<file path="src/rtl/assert_macros.svh">
// Assertion macros shared by the RTL files.
// Simulation builds get concurrent assertions; synthesis builds get nothing.
`ifndef ASSERT_MACROS_SVH
`define ASSERT_MACROS_SVH

`ifndef SYNTHESIS

// Checked at every rising clock edge outside reset.
`define ARBP_ASSERT(label, clk, rst, prop) \
   label: assert property (@(posedge clk) disable iff (rst) prop) \
      else $error("assertion failed");

// Checked at every rising clock edge, during reset too.
`define ARBP_ASSERT_ALWAYS(label, clk, prop) \
   label: assert property (@(posedge clk) prop) \
      else $error("assertion failed");

`else

`define ARBP_ASSERT(label, clk, rst, prop)
`define ARBP_ASSERT_ALWAYS(label, clk, prop)

`endif

`endif

</file>
<file path="src/rtl/arbp_pkg.sv">
// ----------------------------------------------------------------------------
// Auto-range brake to PWM package
// Shared constants and state types for the auto-ranging brake light block.
// ----------------------------------------------------------------------------
`default_nettype none

package arbp_pkg;

   // Default field widths.
   localparam int SAMPLE_BITS_DEF = 8;
   localparam int PWM_BITS_DEF    = 10;

   // Reset value of the full scale register, masked to the PWM width.
   localparam int FULL_SCALE_RESET = 1023;

   // Sequencer of the top level.
   typedef enum logic [2:0] {
      ST_IDLE,
      ST_START,
      ST_SCALE,
      ST_SUM,
      ST_EMIT
   } arbp_state_type;

   // Sequencer of the serial scaling unit.
   typedef enum logic [1:0] {
      U_IDLE,
      U_MUL,
      U_DIV
   } arbp_unit_state_type;

endpackage : arbp_pkg

`default_nettype wire

</file>
<file path="src/rtl/arbp_req_if.sv">
// ----------------------------------------------------------------------------
// Brake reading channel
// Valid/ready channel that carries one pair of brake sensor readings per item.
// ----------------------------------------------------------------------------
`default_nettype none

interface arbp_req_if #(
   parameter int SAMPLE_BITS = arbp_pkg::SAMPLE_BITS_DEF
);
   logic                   valid;
   logic                   ready;
   logic [SAMPLE_BITS-1:0] brake_front;
   logic [SAMPLE_BITS-1:0] brake_rear;

   modport source (output valid, output brake_front, output brake_rear, input ready);
   modport sink   (input valid, input brake_front, input brake_rear, output ready);
endinterface : arbp_req_if

`default_nettype wire

</file>
<file path="src/rtl/arbp_rsp_if.sv">
// ----------------------------------------------------------------------------
// PWM duty channel
// Valid/ready channel that carries one PWM compare value per item.
// ----------------------------------------------------------------------------
`default_nettype none

interface arbp_rsp_if #(
   parameter int PWM_BITS = arbp_pkg::PWM_BITS_DEF
);
   logic                valid;
   logic                ready;
   logic [PWM_BITS-1:0] pwm_duty;
   logic                duty_saturated;

   modport source (output valid, output pwm_duty, output duty_saturated, input ready);
   modport sink   (input valid, input pwm_duty, input duty_saturated, output ready);
endinterface : arbp_rsp_if

`default_nettype wire

</file>
<file path="src/rtl/arbp_serial_scale.sv">
// ----------------------------------------------------------------------------
// Serial scaling unit
// Computes diff * full_scale / range with a bit-serial shift-add multiply
// followed by a bit-serial restoring divide, one bit per cycle.
// ----------------------------------------------------------------------------
`default_nettype none

module arbp_serial_scale #(
   parameter int SAMPLE_BITS = arbp_pkg::SAMPLE_BITS_DEF,
   parameter int PWM_BITS    = arbp_pkg::PWM_BITS_DEF
) (
   input  wire logic                   clock,
   input  wire logic                   reset,
   input  wire logic                   start,
   input  wire logic [SAMPLE_BITS-1:0] diff,
   input  wire logic [SAMPLE_BITS-1:0] range,
   input  wire logic [PWM_BITS-1:0]    full_scale,
   output logic                        busy,
   output logic [PWM_BITS-1:0]         quotient
);

   localparam int NUM_BITS = SAMPLE_BITS + PWM_BITS;
   localparam int CNT_BITS = $clog2(NUM_BITS);

   arbp_pkg::arbp_unit_state_type state_ff, state_in;
   logic [CNT_BITS-1:0]    cnt_ff, cnt_in;
   logic [NUM_BITS-1:0]    acc_ff, acc_in;
   logic [PWM_BITS-1:0]    mult_ff, mult_in;
   logic [SAMPLE_BITS-1:0] rem_ff, rem_in;

   logic [SAMPLE_BITS:0]   trial;
   logic                   fits;

   // One restoring division step: bring down the next numerator bit.
   assign trial = {rem_ff, acc_ff[NUM_BITS-1]};
   assign fits  = (trial >= {1'b0, range});

   // Control state.
   always_ff @(posedge clock) begin
      if (reset) begin
         state_ff <= arbp_pkg::U_IDLE;
         cnt_ff   <= '0;
      end else begin
         state_ff <= state_in;
         cnt_ff   <= cnt_in;
      end
   end

   // Datapath shift registers.
   always_ff @(posedge clock) begin
      acc_ff  <= acc_in;
      mult_ff <= mult_in;
      rem_ff  <= rem_in;
   end

   // Sequencer: PWM_BITS multiply steps, then NUM_BITS divide steps.
   always_comb begin
      state_in = state_ff;
      cnt_in   = cnt_ff;
      acc_in   = acc_ff;
      mult_in  = mult_ff;
      rem_in   = rem_ff;
      unique case (state_ff)
         arbp_pkg::U_IDLE: begin
            if (start) begin
               acc_in   = '0;
               mult_in  = full_scale;
               rem_in   = '0;
               cnt_in   = '0;
               state_in = arbp_pkg::U_MUL;
            end
         end
         arbp_pkg::U_MUL: begin
            // Multiplier bits are taken from the most significant end.
            acc_in  = {acc_ff[NUM_BITS-2:0], 1'b0}
                    + (mult_ff[PWM_BITS-1] ? NUM_BITS'(diff) : '0);
            mult_in = {mult_ff[PWM_BITS-2:0], 1'b0};
            if (cnt_ff == CNT_BITS'(PWM_BITS - 1)) begin
               cnt_in   = '0;
               state_in = arbp_pkg::U_DIV;
            end else begin
               cnt_in = cnt_ff + 1'b1;
            end
         end
         arbp_pkg::U_DIV: begin
            // The numerator shifts out at the top as quotient bits enter below.
            rem_in = fits ? SAMPLE_BITS'(trial - {1'b0, range}) : trial[SAMPLE_BITS-1:0];
            acc_in = {acc_ff[NUM_BITS-2:0], fits};
            if (cnt_ff == CNT_BITS'(NUM_BITS - 1)) begin
               cnt_in   = '0;
               state_in = arbp_pkg::U_IDLE;
            end else begin
               cnt_in = cnt_ff + 1'b1;
            end
         end
         default: begin
            state_in = arbp_pkg::U_IDLE;
         end
      endcase
   end

   assign busy     = (state_ff != arbp_pkg::U_IDLE);
   assign quotient = acc_ff[PWM_BITS-1:0];

endmodule : arbp_serial_scale

`default_nettype wire

</file>
<file path="src/rtl/auto_range_brake_to_pwm_top.sv">
// ----------------------------------------------------------------------------
// Auto-ranging brake light PWM
// Scales two brake sensor readings into their observed ranges and combines
// them into a saturated PWM compare value.
// ----------------------------------------------------------------------------
// Usage:
// The req_ch channel takes one item per sensor tick: a front and a rear raw
// reading. The rsp_ch channel gives exactly one item per accepted reading,
// the PWM duty and a flag set when the duty was clipped to full scale.
// The csr port writes the full scale register; write it only while idle.
// Each channel's minimum and maximum are updated first, then both channels
// are scaled in parallel by two serial multiply/divide units, one bit a
// cycle: PWM_BITS multiply steps followed by SAMPLE_BITS + PWM_BITS divide
// steps. An item passes through set-up, scaling, sum and output in turn
// before the block takes the next reading; the result is offered in the
// same cycle that the block is ready again.
// Reset sets full scale to 1023 and every channel's range to 128..129.
// A finished item waits in the output register while the next reading is
// taken in and worked on; if it is still waiting when the next result is
// ready, the block holds that result and accepts nothing further.
// ----------------------------------------------------------------------------
`default_nettype none

`include "assert_macros.svh"

module auto_range_brake_to_pwm_top #(
   parameter int SAMPLE_BITS = arbp_pkg::SAMPLE_BITS_DEF,
   parameter int PWM_BITS    = arbp_pkg::PWM_BITS_DEF
) (
   input  wire logic                clock,
   input  wire logic                reset,
   arbp_req_if.sink                 req_ch,
   arbp_rsp_if.source               rsp_ch,
   input  wire logic                csr_wr_en,
   input  wire logic [PWM_BITS-1:0] csr_wr_data
);

   localparam logic [SAMPLE_BITS-1:0] MIN_RESET = SAMPLE_BITS'(1) << (SAMPLE_BITS - 1);
   localparam logic [SAMPLE_BITS-1:0] MAX_RESET = MIN_RESET + SAMPLE_BITS'(1);
   localparam logic [PWM_BITS-1:0]    FS_RESET  = PWM_BITS'(arbp_pkg::FULL_SCALE_RESET);

   arbp_pkg::arbp_state_type state_ff, state_in;

   logic [PWM_BITS-1:0]    fs_ff;
   logic [SAMPLE_BITS-1:0] reading_ff [2];
   logic [SAMPLE_BITS-1:0] min_ff     [2];
   logic [SAMPLE_BITS-1:0] max_ff     [2];
   logic [SAMPLE_BITS-1:0] diff_ff    [2];
   logic [SAMPLE_BITS-1:0] range_ff   [2];
   logic [PWM_BITS:0]      sum_ff;
   logic                   rsp_valid_ff;
   logic [PWM_BITS-1:0]    rsp_duty_ff;
   logic                   rsp_sat_ff;

   logic                   accept;
   logic                   unit_start;
   logic                   emit;
   logic [1:0]             unit_busy;
   logic [PWM_BITS-1:0]    scaled [2];
   logic [PWM_BITS+1:0]    front_x3;
   logic [SAMPLE_BITS-1:0] new_reading [2];
   logic [SAMPLE_BITS-1:0] span [2];
   logic                   clip;

   assign accept         = req_ch.valid && req_ch.ready;
   assign new_reading[0] = req_ch.brake_front;
   assign new_reading[1] = req_ch.brake_rear;

   // Sequencer state.
   always_ff @(posedge clock) begin
      if (reset) begin
         state_ff <= arbp_pkg::ST_IDLE;
      end else begin
         state_ff <= state_in;
      end
   end

   // Next state and handshake outputs.
   always_comb begin
      state_in     = state_ff;
      req_ch.ready = 1'b0;
      unit_start   = 1'b0;
      emit         = 1'b0;
      unique case (state_ff)
         arbp_pkg::ST_IDLE: begin
            req_ch.ready = 1'b1;
            if (req_ch.valid) begin
               state_in = arbp_pkg::ST_START;
            end
         end
         arbp_pkg::ST_START: begin
            unit_start = 1'b1;
            state_in   = arbp_pkg::ST_SCALE;
         end
         arbp_pkg::ST_SCALE: begin
            if (unit_busy == 2'b00) begin
               state_in = arbp_pkg::ST_SUM;
            end
         end
         arbp_pkg::ST_SUM: begin
            state_in = arbp_pkg::ST_EMIT;
         end
         arbp_pkg::ST_EMIT: begin
            if (!rsp_valid_ff || rsp_ch.ready) begin
               emit     = 1'b1;
               state_in = arbp_pkg::ST_IDLE;
            end
         end
         default: begin
            state_in = arbp_pkg::ST_IDLE;
         end
      endcase
   end

   // Full scale register.
   always_ff @(posedge clock) begin
      if (reset) begin
         fs_ff <= FS_RESET;
      end else if (csr_wr_en) begin
         fs_ff <= csr_wr_data;
      end
   end

   // Per-channel range tracking, updated with the reading as it is accepted.
   always_ff @(posedge clock) begin
      if (reset) begin
         min_ff[0] <= MIN_RESET;
         min_ff[1] <= MIN_RESET;
         max_ff[0] <= MAX_RESET;
         max_ff[1] <= MAX_RESET;
      end else if (accept) begin
         for (int ch = 0; ch < 2; ch++) begin
            if (new_reading[ch] < min_ff[ch]) begin
               min_ff[ch] <= new_reading[ch];
            end
            if (new_reading[ch] > max_ff[ch]) begin
               max_ff[ch] <= new_reading[ch];
            end
         end
      end
   end

   // Offset and span for the scaling units; a zero span divides by one.
   always_comb begin
      for (int ch = 0; ch < 2; ch++) begin
         span[ch] = max_ff[ch] - min_ff[ch];
      end
   end

   always_ff @(posedge clock) begin
      if (accept) begin
         reading_ff[0] <= new_reading[0];
         reading_ff[1] <= new_reading[1];
      end
      if (state_ff == arbp_pkg::ST_START) begin
         for (int ch = 0; ch < 2; ch++) begin
            diff_ff[ch]  <= reading_ff[ch] - min_ff[ch];
            range_ff[ch] <= (span[ch] == '0) ? SAMPLE_BITS'(1) : span[ch];
         end
      end
   end

   // One serial scaling unit per channel.
   arbp_serial_scale #(
      .SAMPLE_BITS (SAMPLE_BITS),
      .PWM_BITS    (PWM_BITS)
   ) u_scale_front (
      .clock      (clock),
      .reset      (reset),
      .start      (unit_start),
      .diff       (diff_ff[0]),
      .range      (range_ff[0]),
      .full_scale (fs_ff),
      .busy       (unit_busy[0]),
      .quotient   (scaled[0])
   );

   arbp_serial_scale #(
      .SAMPLE_BITS (SAMPLE_BITS),
      .PWM_BITS    (PWM_BITS)
   ) u_scale_rear (
      .clock      (clock),
      .reset      (reset),
      .start      (unit_start),
      .diff       (diff_ff[1]),
      .range      (range_ff[1]),
      .full_scale (fs_ff),
      .busy       (unit_busy[1]),
      .quotient   (scaled[1])
   );

   // Front weighted by three quarters, plus rear.
   assign front_x3 = {scaled[0], 1'b0} + (PWM_BITS + 2)'(scaled[0]);

   always_ff @(posedge clock) begin
      if (state_ff == arbp_pkg::ST_SUM) begin
         sum_ff <= (PWM_BITS + 1)'(front_x3[PWM_BITS+1:2]) + (PWM_BITS + 1)'(scaled[1]);
      end
   end

   // Saturation and the output register.
   assign clip = (sum_ff > {1'b0, fs_ff});

   always_ff @(posedge clock) begin
      if (reset) begin
         rsp_valid_ff <= 1'b0;
      end else if (emit) begin
         rsp_valid_ff <= 1'b1;
      end else if (rsp_ch.ready) begin
         rsp_valid_ff <= 1'b0;
      end
   end

   always_ff @(posedge clock) begin
      if (emit) begin
         rsp_duty_ff <= clip ? fs_ff : sum_ff[PWM_BITS-1:0];
         rsp_sat_ff  <= clip;
      end
   end

   assign rsp_ch.valid          = rsp_valid_ff;
   assign rsp_ch.pwm_duty       = rsp_duty_ff;
   assign rsp_ch.duty_saturated = rsp_sat_ff;

   // The tracked range of each channel never collapses.
   `ARBP_ASSERT(a_front_range, clock, reset, min_ff[0] < max_ff[0])
   `ARBP_ASSERT(a_rear_range, clock, reset, min_ff[1] < max_ff[1])
   // The scaling units only run while the sequencer waits on them.
   `ARBP_ASSERT(a_units_in_scale, clock, reset, (unit_busy != 2'b00) |-> (state_ff == arbp_pkg::ST_SCALE))
   // Both units are started together and finish together.
   `ARBP_ASSERT(a_units_lockstep, clock, reset, unit_busy[0] == unit_busy[1])
   // A clipped item carries exactly the full scale value.
   `ARBP_ASSERT(a_sat_full_scale, clock, reset, (rsp_valid_ff && rsp_sat_ff) |-> (rsp_duty_ff == fs_ff))

endmodule : auto_range_brake_to_pwm_top

`default_nettype wire

</file>
<file path="src/flat_wrapper.sv">
// flat-port wrapper written by rule: the top's interface ports become plain ports
module auto_range_brake_to_pwm_top_flat 
#(
   parameter int SAMPLE_BITS = arbp_pkg::SAMPLE_BITS_DEF,
   parameter int PWM_BITS    = arbp_pkg::PWM_BITS_DEF
)
  (clock, reset, csr_wr_en, csr_wr_data, req_ch_valid, req_ch_brake_front, req_ch_brake_rear, req_ch_ready, rsp_ch_valid, rsp_ch_pwm_duty, rsp_ch_duty_saturated, rsp_ch_ready);
  arbp_req_if #(.SAMPLE_BITS(SAMPLE_BITS)) req_ch_i ();
  arbp_rsp_if #(.PWM_BITS(PWM_BITS)) rsp_ch_i ();
  input  wire logic clock;
  input  wire logic reset;
  input  wire logic csr_wr_en;
  input  wire logic [PWM_BITS-1:0] csr_wr_data;
  input wire logic [$bits(req_ch_i.valid)-1:0] req_ch_valid;
  input wire logic [$bits(req_ch_i.brake_front)-1:0] req_ch_brake_front;
  input wire logic [$bits(req_ch_i.brake_rear)-1:0] req_ch_brake_rear;
  output wire logic [$bits(req_ch_i.ready)-1:0] req_ch_ready;
  output wire logic [$bits(rsp_ch_i.valid)-1:0] rsp_ch_valid;
  output wire logic [$bits(rsp_ch_i.pwm_duty)-1:0] rsp_ch_pwm_duty;
  output wire logic [$bits(rsp_ch_i.duty_saturated)-1:0] rsp_ch_duty_saturated;
  input wire logic [$bits(rsp_ch_i.ready)-1:0] rsp_ch_ready;
  assign req_ch_i.valid = req_ch_valid;
  assign req_ch_i.brake_front = req_ch_brake_front;
  assign req_ch_i.brake_rear = req_ch_brake_rear;
  assign req_ch_ready = req_ch_i.ready;
  assign rsp_ch_valid = rsp_ch_i.valid;
  assign rsp_ch_pwm_duty = rsp_ch_i.pwm_duty;
  assign rsp_ch_duty_saturated = rsp_ch_i.duty_saturated;
  assign rsp_ch_i.ready = rsp_ch_ready;
  auto_range_brake_to_pwm_top #(.SAMPLE_BITS(SAMPLE_BITS), .PWM_BITS(PWM_BITS)) u_core (.clock(clock), .reset(reset), .req_ch(req_ch_i), .rsp_ch(rsp_ch_i), .csr_wr_en(csr_wr_en), .csr_wr_data(csr_wr_data));
endmodule
</file>
<file path="config.mk">
export PLATFORM = sky130hd
export DESIGN_NAME = auto_range_brake_to_pwm_top_flat
export DESIGN_NICKNAME = d
export VERILOG_FILES = /design/src/rtl/arbp_pkg.sv /design/src/rtl/arbp_req_if.sv /design/src/rtl/arbp_rsp_if.sv /design/src/rtl/arbp_serial_scale.sv /design/src/rtl/auto_range_brake_to_pwm_top.sv /design/src/flat_wrapper.sv
export VERILOG_INCLUDE_DIRS = /design/src /design/src/rtl
export SDC_FILE = /design/constraint.sdc
export NUM_CORES = 1
export LEC_CHECK = 0
export BUFFER_PORTS_ARGS = -buffer_cell sky130_fd_sc_hd__buf_2
export CAP_MARGIN = 20
export CORE_MARGIN = 2
export CORE_UTILIZATION = 57
export DETAILED_ROUTE_END_ITERATION = 12
export GPL_TIMING_DRIVEN = 0
export PLACE_DENSITY = 0.79
export SLEW_MARGIN = 20
export SYNTH_ARGS = -nofsm -noshare
export SYNTH_HDL_FRONTEND = slang
export SYNTH_SLANG_ARGS = --single-unit
</file>
<file path="constraint.sdc">
create_clock -name clock -period 3.45 [get_ports clock]
set_input_delay 0.345 -clock clock [delete_from_list [all_inputs] [get_ports clock]]
set_output_delay 0.345 -clock clock [all_outputs]
set_load 0.05 [all_outputs]
</file>
==> results of run 1 <==
-- repair_timing --
item,CTS,global route
setup buffers,0,2
resized for setup,0,6
setup endpoints to repair,0,4
-- cell type report --
class | count | area [um2]
multi-input combinational | 836 | 6080
clock inverter | 9 | 47.5
clock buffer | 33 | 653
timing repair buffer | 43 | 220
inverter | 104 | 392
sequential | 202 | 5790
tap | 275 | 344
buffer | 31 | 143
fill | 1628 | 7490
-- power breakdown --
part / switching, mW / internal [mW] / total [mW]
Sequential: 0.198 / 3.16 / 3.36
Clock: 0.950 / 1.32 / 2.27
Combinational: 1.54 / 1.10 / 2.64
Total: 2.69 / 5.57 / 8.26
-- metrics by stage --
step,setup TNS [ns],utilization [%]
4_1_cts,0,64.4
5_1_grt,-0.0255,64.6
3_3_place_gp,0,61.1
6_report,0,64.6
2_1_floorplan,0,-
3_5_place_dp,0,61.1
-- cell families (layout without fill, tap and decap cells) --
| group | after synthesis | after routing | share of synthesized area (%) |
|---|---|---|---|
| AOI/OAI and AO/OA | 287 | 287 | 14.5 |
| adders and majority gates | 138 | 138 | 14.6 |
| and+or+nand+nor | 328 | 328 | 13.7 |
| xor gates and xnor gates | 63 | 63 | 4.46 |
| DFF | 202 | 202 | 46.8 |
| buffers and inverters | 135 | 220 | 4.32 |
| muxes | 20 | 20 | 1.72 |
-- flip-flops by register name, summed over array words and instances, names as in the netlist --
signal                         count
u_core.u_scale_front.mult_ff      10
u_core.u_scale_rear.state_ff       2
u_core.sum_ff                     11
u_core.u_scale_front.state_ff      2
u_core.rsp_ch.duty_saturated       1
u_core.u_scale_rear.acc_ff        18
u_core.range_ff                   16
u_core.rsp_ch.valid                1
u_core.min_ff                     16
u_core.u_scale_rear.rem_ff         8
u_core.reading_ff                 16
u_core.max_ff                     16
u_core.u_scale_rear.cnt_ff         5
u_core.u_scale_front.acc_ff       18
u_core.rsp_ch.pwm_duty            10
u_core.state_ff                    3
u_core.fs_ff                      10
u_core.diff_ff                    16
u_core.u_scale_front.cnt_ff        5
u_core.u_scale_rear.mult_ff       10
u_core.u_scale_front.rem_ff        8
-- cell usage after synthesis, types with 5 or more instances --
cell type and count:
a211oi_1 6, a21o_1 28, a21oi_1 68, a22oi_1 8, a31oi_1 8, and2_1 20
buf_2 6, clkbuf_1 21, dfxtp_1 28, edfxtp_1 174, fa_1 10, ha_1 128
inv_1 100, mux2_2 10, mux2i_1 10, nand2_1 76, nand2b_1 13, nand3_1 18
nand4_1 12, nor2_1 68, nor2b_1 51, nor3_1 22, nor4_1 5, o211ai_1 14
o21a_1 17, o21ai_0 96, o21bai_1 8, or2_1 6, or2_2 6, or3_1 5
xnor2_1 38, xor2_1 25
-- metal layers --
metal | up-vias | routed length, um | part of all wire, % | GRT usage, %
li1 | 4367 | - | - | -
met1 | 4207 | 10900 | 45 | 28.9
met2 | 214 | 11900 | 49 | 37.9
met3 | 38 | 1110 | 4.5 | 2.65
met4 | 0 | 520 | 2.1 | 5.37
met5 | - | 0 | 0 | 0
-- tightest hold or removal path, cell delays in order --
cell and delay, ns:
buf_2 0.08, nand2_1 0.05, o211ai_1 0.06
-- path summary, 6_finish.rpt --
path	startpoint	end	slack [ns]	cells after the start
setup / recovery	u_core.u_scale_front.acc_ff[0]	u_core.sum_ff[9]	0.16	12
hold / removal	csr_wr_data[8]	u_core.fs_ff[8]	0.06	3
setup reg to reg	u_core.u_scale_front.acc_ff[0]	u_core.sum_ff[9]	0.16	12
hold reg to reg	u_core.u_scale_rear.cnt_ff[1]	u_core.u_scale_rear.cnt_ff[1]	0.50	2
==> results.sh, run 1 <==
export IMPL_status="finished clean"
export IMPL_synthTopCellsByArea="edfxtp_1 42%, ha_1 13%, dfxtp_1 4.5%, o21ai_0 3.9%, inv_1 3.0%"
export IMPL_cts_sinks=202
export IMPL_final_common_cell="edfxtp_1"
export IMPL_drt_iter0_markers=574
export IMPL_crit_chain="and2_1, fa_1, a21o_1, a21oi_2, xnor2_1, ha_1, o21a_1, a2111oi_2, nor3_2, a21oi_1, o21ba_2, xnor2_1"
export IMPL_yosysWarnings=0
export IMPL_firstDrtPassIters=5
export IMPL_drt_wl_total_um=24500
export IMPL_hold_viol_final=0
export IMPL_area_delta_synth_final_pct=10.4
export IMPL_cp_required_ns=3.71
export IMPL_async_flop_share_pct=0
export IMPL_period_needed_ns=3.29
export IMPL_total_power_mw=8.26
export IMPL_die_y_um=151
export IMPL_clk_insertion_delay_late_ns=0.51
export IMPL_htree_levels=1
export IMPL_relSlewSlack_pct=29.3
export IMPL_skew_ns=0.00648
export IMPL_cts_tree="yes"
export IMPL_die_w_um=151
export IMPL_grt_pass1_vias=8532
export IMPL_rows=53
export IMPL_wl_per_cell_um=16.0
export IMPL_stdcell_count=1533
export IMPL_syn_nets=1342
export IMPL_powerDensity_nw_per_um2=604
export IMPL_drcViolationCount=0
export IMPL_worst_pin_slew_ns=1.05
export IMPL_yosys_most_used_dff="edfxtp_1"
export IMPL_final_cell_mix="174 x edfxtp_1, 128 x ha_1, 100 x inv_1, 91 x o21ai_0, 76 x nand2_1"
export IMPL_antenna_left=0
export IMPL_ys_types=77
export IMPL_synth_top_area_cell="edfxtp_1"
export IMPL_cp_slowest_cell="edfxtp_1"
export IMPL_vias_per_cell=5.76
export IMPL_maxCapViolations=0
export IMPL_gp_congestion=0.856
export IMPL_io_pins=44
export IMPL_vias=8826
export IMPL_placed_cells=1489
export IMPL_path_common_cell="xnor2_1"
export IMPL_insertedDiodeCount=0
export IMPL_dieArea_um2=22900
export IMPL_start_util_pct=58.5
export IMPL_dpl_cell_area_um2=12900
export IMPL_dp_hpwl_um=18600
export IMPL_overflow=0
export IMPL_io_buffers=41
export IMPL_cp_slowest_stage_delay_ns=0.46
export IMPL_synth_top_area_share_pct=42.2
export IMPL_crit_type="reg -> reg"
export IMPL_coreArea_um2=21200
export IMPL_avgSynthCellArea_um2=10.5
export IMPL_setup_viol=0
export IMPL_antenna_found_initial=0
export IMPL_cts_made_buffers=23
export IMPL_netlist_area_um2=12400
export IMPL_grt_max_degree=35
export IMPL_worstPathArrival_ns=3.55
export IMPL_ys_seq_area_share_pct=46.8
export IMPL_cts_hold_buf=0
export IMPL_hold_class="in -> reg"
export IMPL_path_buf_inv=0
export IMPL_clk_pin_slew_ns=0.06
export IMPL_design_area_um2=13700
export IMPL_grt_pass1_wl_um=40100
export IMPL_drive_gt1_share_pct=9.94
export IMPL_whs_ns=0.0574
export IMPL_crit_path_end_kind="flop"
export IMPL_vdd_drop_max_v=0.000396
export IMPL_critPathLaunchType="flop"
export IMPL_synth_edff_count=174
export IMPL_critPathTopFamily="compound AO/OA/AOI/OAI gates"
export IMPL_critical_path_max_fanout=4
export IMPL_clockBufferDepth=3
export IMPL_nets=1410
export IMPL_synth_seq_cells=202
export IMPL_syn_inst=1173
export IMPL_power_leakage_nw=5.51
export IMPL_cts_root_buf="clkbuf_16"
export IMPL_max_freq_mhz=304
export IMPL_finalMaxSlewViolations=0
export IMPL_place_ws_ns=0.129
export IMPL_grtUsageTotal_pct=21.7
export IMPL_min_period_over_period_pct=95.4
export IMPL_fin_ws_ns=0.158
(Power assumes the default switching activity.)
==> inputs of run 2 (changes only) <==
Settings changed: ABC_AREA set to 1.
==> results.sh, run 2 <==
export IMPL_status="finished clean"
export IMPL_relSlewSlack_pct=36.4
export IMPL_io_buffers=41
export IMPL_cts_tree="yes"
export IMPL_nets=1894
export IMPL_drt_wl_total_um=28900
export IMPL_area_delta_synth_final_pct=10.5
export IMPL_yosys_most_used_dff="edfxtp_1"
export IMPL_syn_inst=1655
export IMPL_yosysWarnings=0
export IMPL_hold_viol_final=0
export IMPL_worstPathArrival_ns=3.50
export IMPL_crit_chain="buf_4, fa_1, nand3_1, nand2_1, a21oi_1, o21ai_0, xor2_1, ha_1, nand2_1, nor2_1, a211oi_1, nand3_1, nand2_1, nand2_1"
export IMPL_clk_pin_slew_ns=0.06
export IMPL_p_sw_share_pct=43.6
export IMPL_reg_top3="u_core.u_scale_front.acc_ff (18), u_core.u_scale_rear.acc_ff (18)"
export IMPL_drive_gt1_share_pct=7.23
export IMPL_p_switching_mw=5.87
export IMPL_power_leakage_nw=6.91
export IMPL_maxCapViolations=0
export IMPL_synth_most_common_cell="nand2_1"
export IMPL_p_comb_share_pct=49.6
export IMPL_ys_seq_area_share_pct=42.9
export IMPL_ff2ff_setup_slack_ns=0.21
export IMPL_htree_levels=1
export IMPL_insertedDiodeCount=0
export IMPL_drt_iter0_markers=692
export IMPL_grt_pass1_wl_um=47700
export IMPL_r2r_end="u_core.sum_ff[9]"
export IMPL_dieArea_um2=24900
export IMPL_r2r_cells=14
export IMPL_powerDensity_nw_per_um2=904
export IMPL_cts_made_buffers=24
export IMPL_gp_congestion=0.896
export IMPL_setup_viol=0
export IMPL_async_flop_share_pct=0
export IMPL_skew_ns=0.0145
export IMPL_cts_root_buf="clkbuf_16"
export IMPL_rows=56
export IMPL_die_w_um=158
export IMPL_synthTopCellsByCount="447 x nand2_1, 262 x inv_1, 174 x edfxtp_1"
export IMPL_total_power_mw=13.5
export IMPL_intPower_mw=7.60
export IMPL_rr_startpoint="u_core.u_scale_front.acc_ff[1]"
export IMPL_netlist_area_um2=13500
export IMPL_clkPwrFrac_pct=18.4
export IMPL_final_common_cell="nand2_1"
export IMPL_grt_max_degree=34
export IMPL_path_buf_inv=1
export IMPL_coreArea_um2=23300
export IMPL_start_util_pct=57.8
export IMPL_grt_pass1_vias=10300
export IMPL_vias=10900
export IMPL_dp_hpwl_um=22200
export IMPL_cts_setup_buffers=0
export IMPL_firstDrtPassIters=5
export IMPL_critical_path_max_fanout=6
export IMPL_worst_pin_slew_ns=0.954
export IMPL_whs_endpoint="u_core.reading_ff[0][0]"
export IMPL_vdd_drop_max_v=0.000514
export IMPL_crit_path_end_kind="flop"
export IMPL_synth_top_area_cell="edfxtp_1"
export IMPL_ys_types=42
export IMPL_cp_slowest_stage_delay_ns=0.51
export IMPL_wl_per_cell_um=14.0
export IMPL_clockBufferDepth=3
export IMPL_min_period_over_period_pct=93.8
export IMPL_cts_sinks=202
export IMPL_antenna_found_initial=0
export IMPL_io_pins=44
export IMPL_avgSynthCellArea_um2=8.15
export IMPL_finalMaxSlewViolations=0
export IMPL_max_freq_mhz=309
export IMPL_hold_path_depth=1
export IMPL_clk_insertion_delay_late_ns=0.52
export IMPL_synth_seq_cells=202
export IMPL_final_cell_mix="447 x nand2_1, 261 x inv_1, 174 x edfxtp_1, 135 x a21oi_1, 128 x ha_1"
export IMPL_antenna_left=0
export IMPL_period_needed_ns=3.24
export IMPL_drcViolationCount=0
export IMPL_nFillCells=1983
export IMPL_hold_class="in -> reg"
export IMPL_synth_top_area_share_pct=38.7
export IMPL_synth_edff_count=174
export IMPL_critPathLaunchType="flop"
export IMPL_crit_type="reg -> reg"
export IMPL_tns_ns=0
export IMPL_syn_nets=1824
export IMPL_cts_resized=0
export IMPL_critPathTopFamily="adder cells"
export IMPL_grtUsageTotal_pct=23.5
export IMPL_cp_required_ns=3.71
export IMPL_overflow=0
export IMPL_die_y_um=158
export IMPL_path_common_cell="nand2_1"
export IMPL_power_share_sequential_pct=31.9
export IMPL_vias_per_cell=5.29
export IMPL_cts_hold_buf=0
export IMPL_cp_slowest_cell="edfxtp_1"
export IMPL_synthTopCellsByArea="edfxtp_1 39%, nand2_1 12%, ha_1 12%, inv_1 7.3%, a21oi_1 5.1%"
export IMPL_hp_start="req_ch_brake_front[0]"
-- run 2: changes by cell type after synthesis, sizes merged, moves of 25 or more --
cell,previous run,this run
nand2,78,454
nor2b,51,0
xnor2,38,13
nor2,69,126
nand3,19,92
a21oi,68,149
inv,101,266
-- run 2: cells by family after synthesis --
| family | after synthesis | synth area share, % |
|---|---|---|
| and+or+nand+nor | 724 | 22.3 |
| AOI/OAI and AO/OA | 251 | 10.3 |
| adders and majority gates | 138 | 13.4 |
| buffers and inverters | 300 | 8.54 |
| DFF | 202 | 42.9 |
| xor gates and xnor gates | 40 | 2.60 |
-- run 2: worst register-to-register path: stages, from the launching register on --
cell	delay [ns]
edfxtp_1	0.51
buf_4	0.20
fa_1	0.44
nand3_1	0.10
nand2_1	0.09
a21oi_1	0.23
o21ai_0	0.17
xor2_1	0.26
ha_1	0.34
nand2_1	0.11
nor2_1	0.05
a211oi_1	0.25
nand3_1	0.12
nand2_1	0.07
nand2_1	0.06
-- run 2: worst max path at each step --
| stage | start | end | slack [ns] | cells after the start |
|---|---|---|---|---|
| after CTS | u_core.u_scale_front.acc_ff[1] | u_core.sum_ff[9] | 0.20 | 15 |
| after detailed placement | u_core.u_scale_front.acc_ff[1] | u_core.sum_ff[9] | 0.23 | 15 |
| final | u_core.u_scale_front.acc_ff[1] | u_core.sum_ff[9] | 0.21 | 14 |
| after global routing | u_core.u_scale_front.acc_ff[1] | u_core.sum_ff[9] | -0.002 | 15 |
| after floorplan | u_core.u_scale_front.acc_ff[1] | u_core.sum_ff[9] | 0.69 | 15 |
| after global placement | u_core.u_scale_front.acc_ff[1] | u_core.sum_ff[9] | 0.28 | 15 |
-- run 2: cell type report --
cell class	instances	area, um2	area share [%]
inverters	269	1010	6.78
plain buffers	31	143	0.957
repair buffers	44	228	1.53
well taps	319	399	2.68
flip-flops and latches	202	5790	38.8
clock inverters	11	100	0.672
multi-input cells	1153	6570	44.1
clock buffers	33	666	4.47
-- run 2: power groups by stage --
| stage | combinational, mW | sequential, mW | clock, mW |
|---|---|---|---|
| 2_1_floorplan | 5.13 | 4.17 | 0 |
| 3_3_place_gp | 6.39 | 4.32 | 0 |
| 3_5_place_dp | 6.60 | 4.34 | 0 |
| 4_1_cts | 6.64 | 4.30 | 2.52 |
| 5_1_grt | 7.60 | 4.38 | 2.61 |
| 6_report | 6.69 | 4.30 | 2.48 |
-- run 2: layer usage --
layer	vias to the layer above	track usage (%)	part of all wire, %
met1	4981	30.9	44
met5	-	0	0
met4	0	6.88	2.5
met2	278	40.8	48
li1	5594	-	-
met3	46	2.90	5.2
-- run 2: stage by stage --
step	hold slack, ns	setup WS [ns]	util (%)	area [um2]	instances
3_5_place_dp	0.490	0.225	60.5	14100	2017
4_1_cts	0.0226	0.204	63.8	14900	2061
5_1_grt	0.0222	-0.00179	63.9	14900	2062
2_1_floorplan	0.444	0.689	-	13500	1655
3_3_place_gp	0.487	0.281	60.4	14100	2015
6_report	0.0336	0.214	63.9	14900	2062
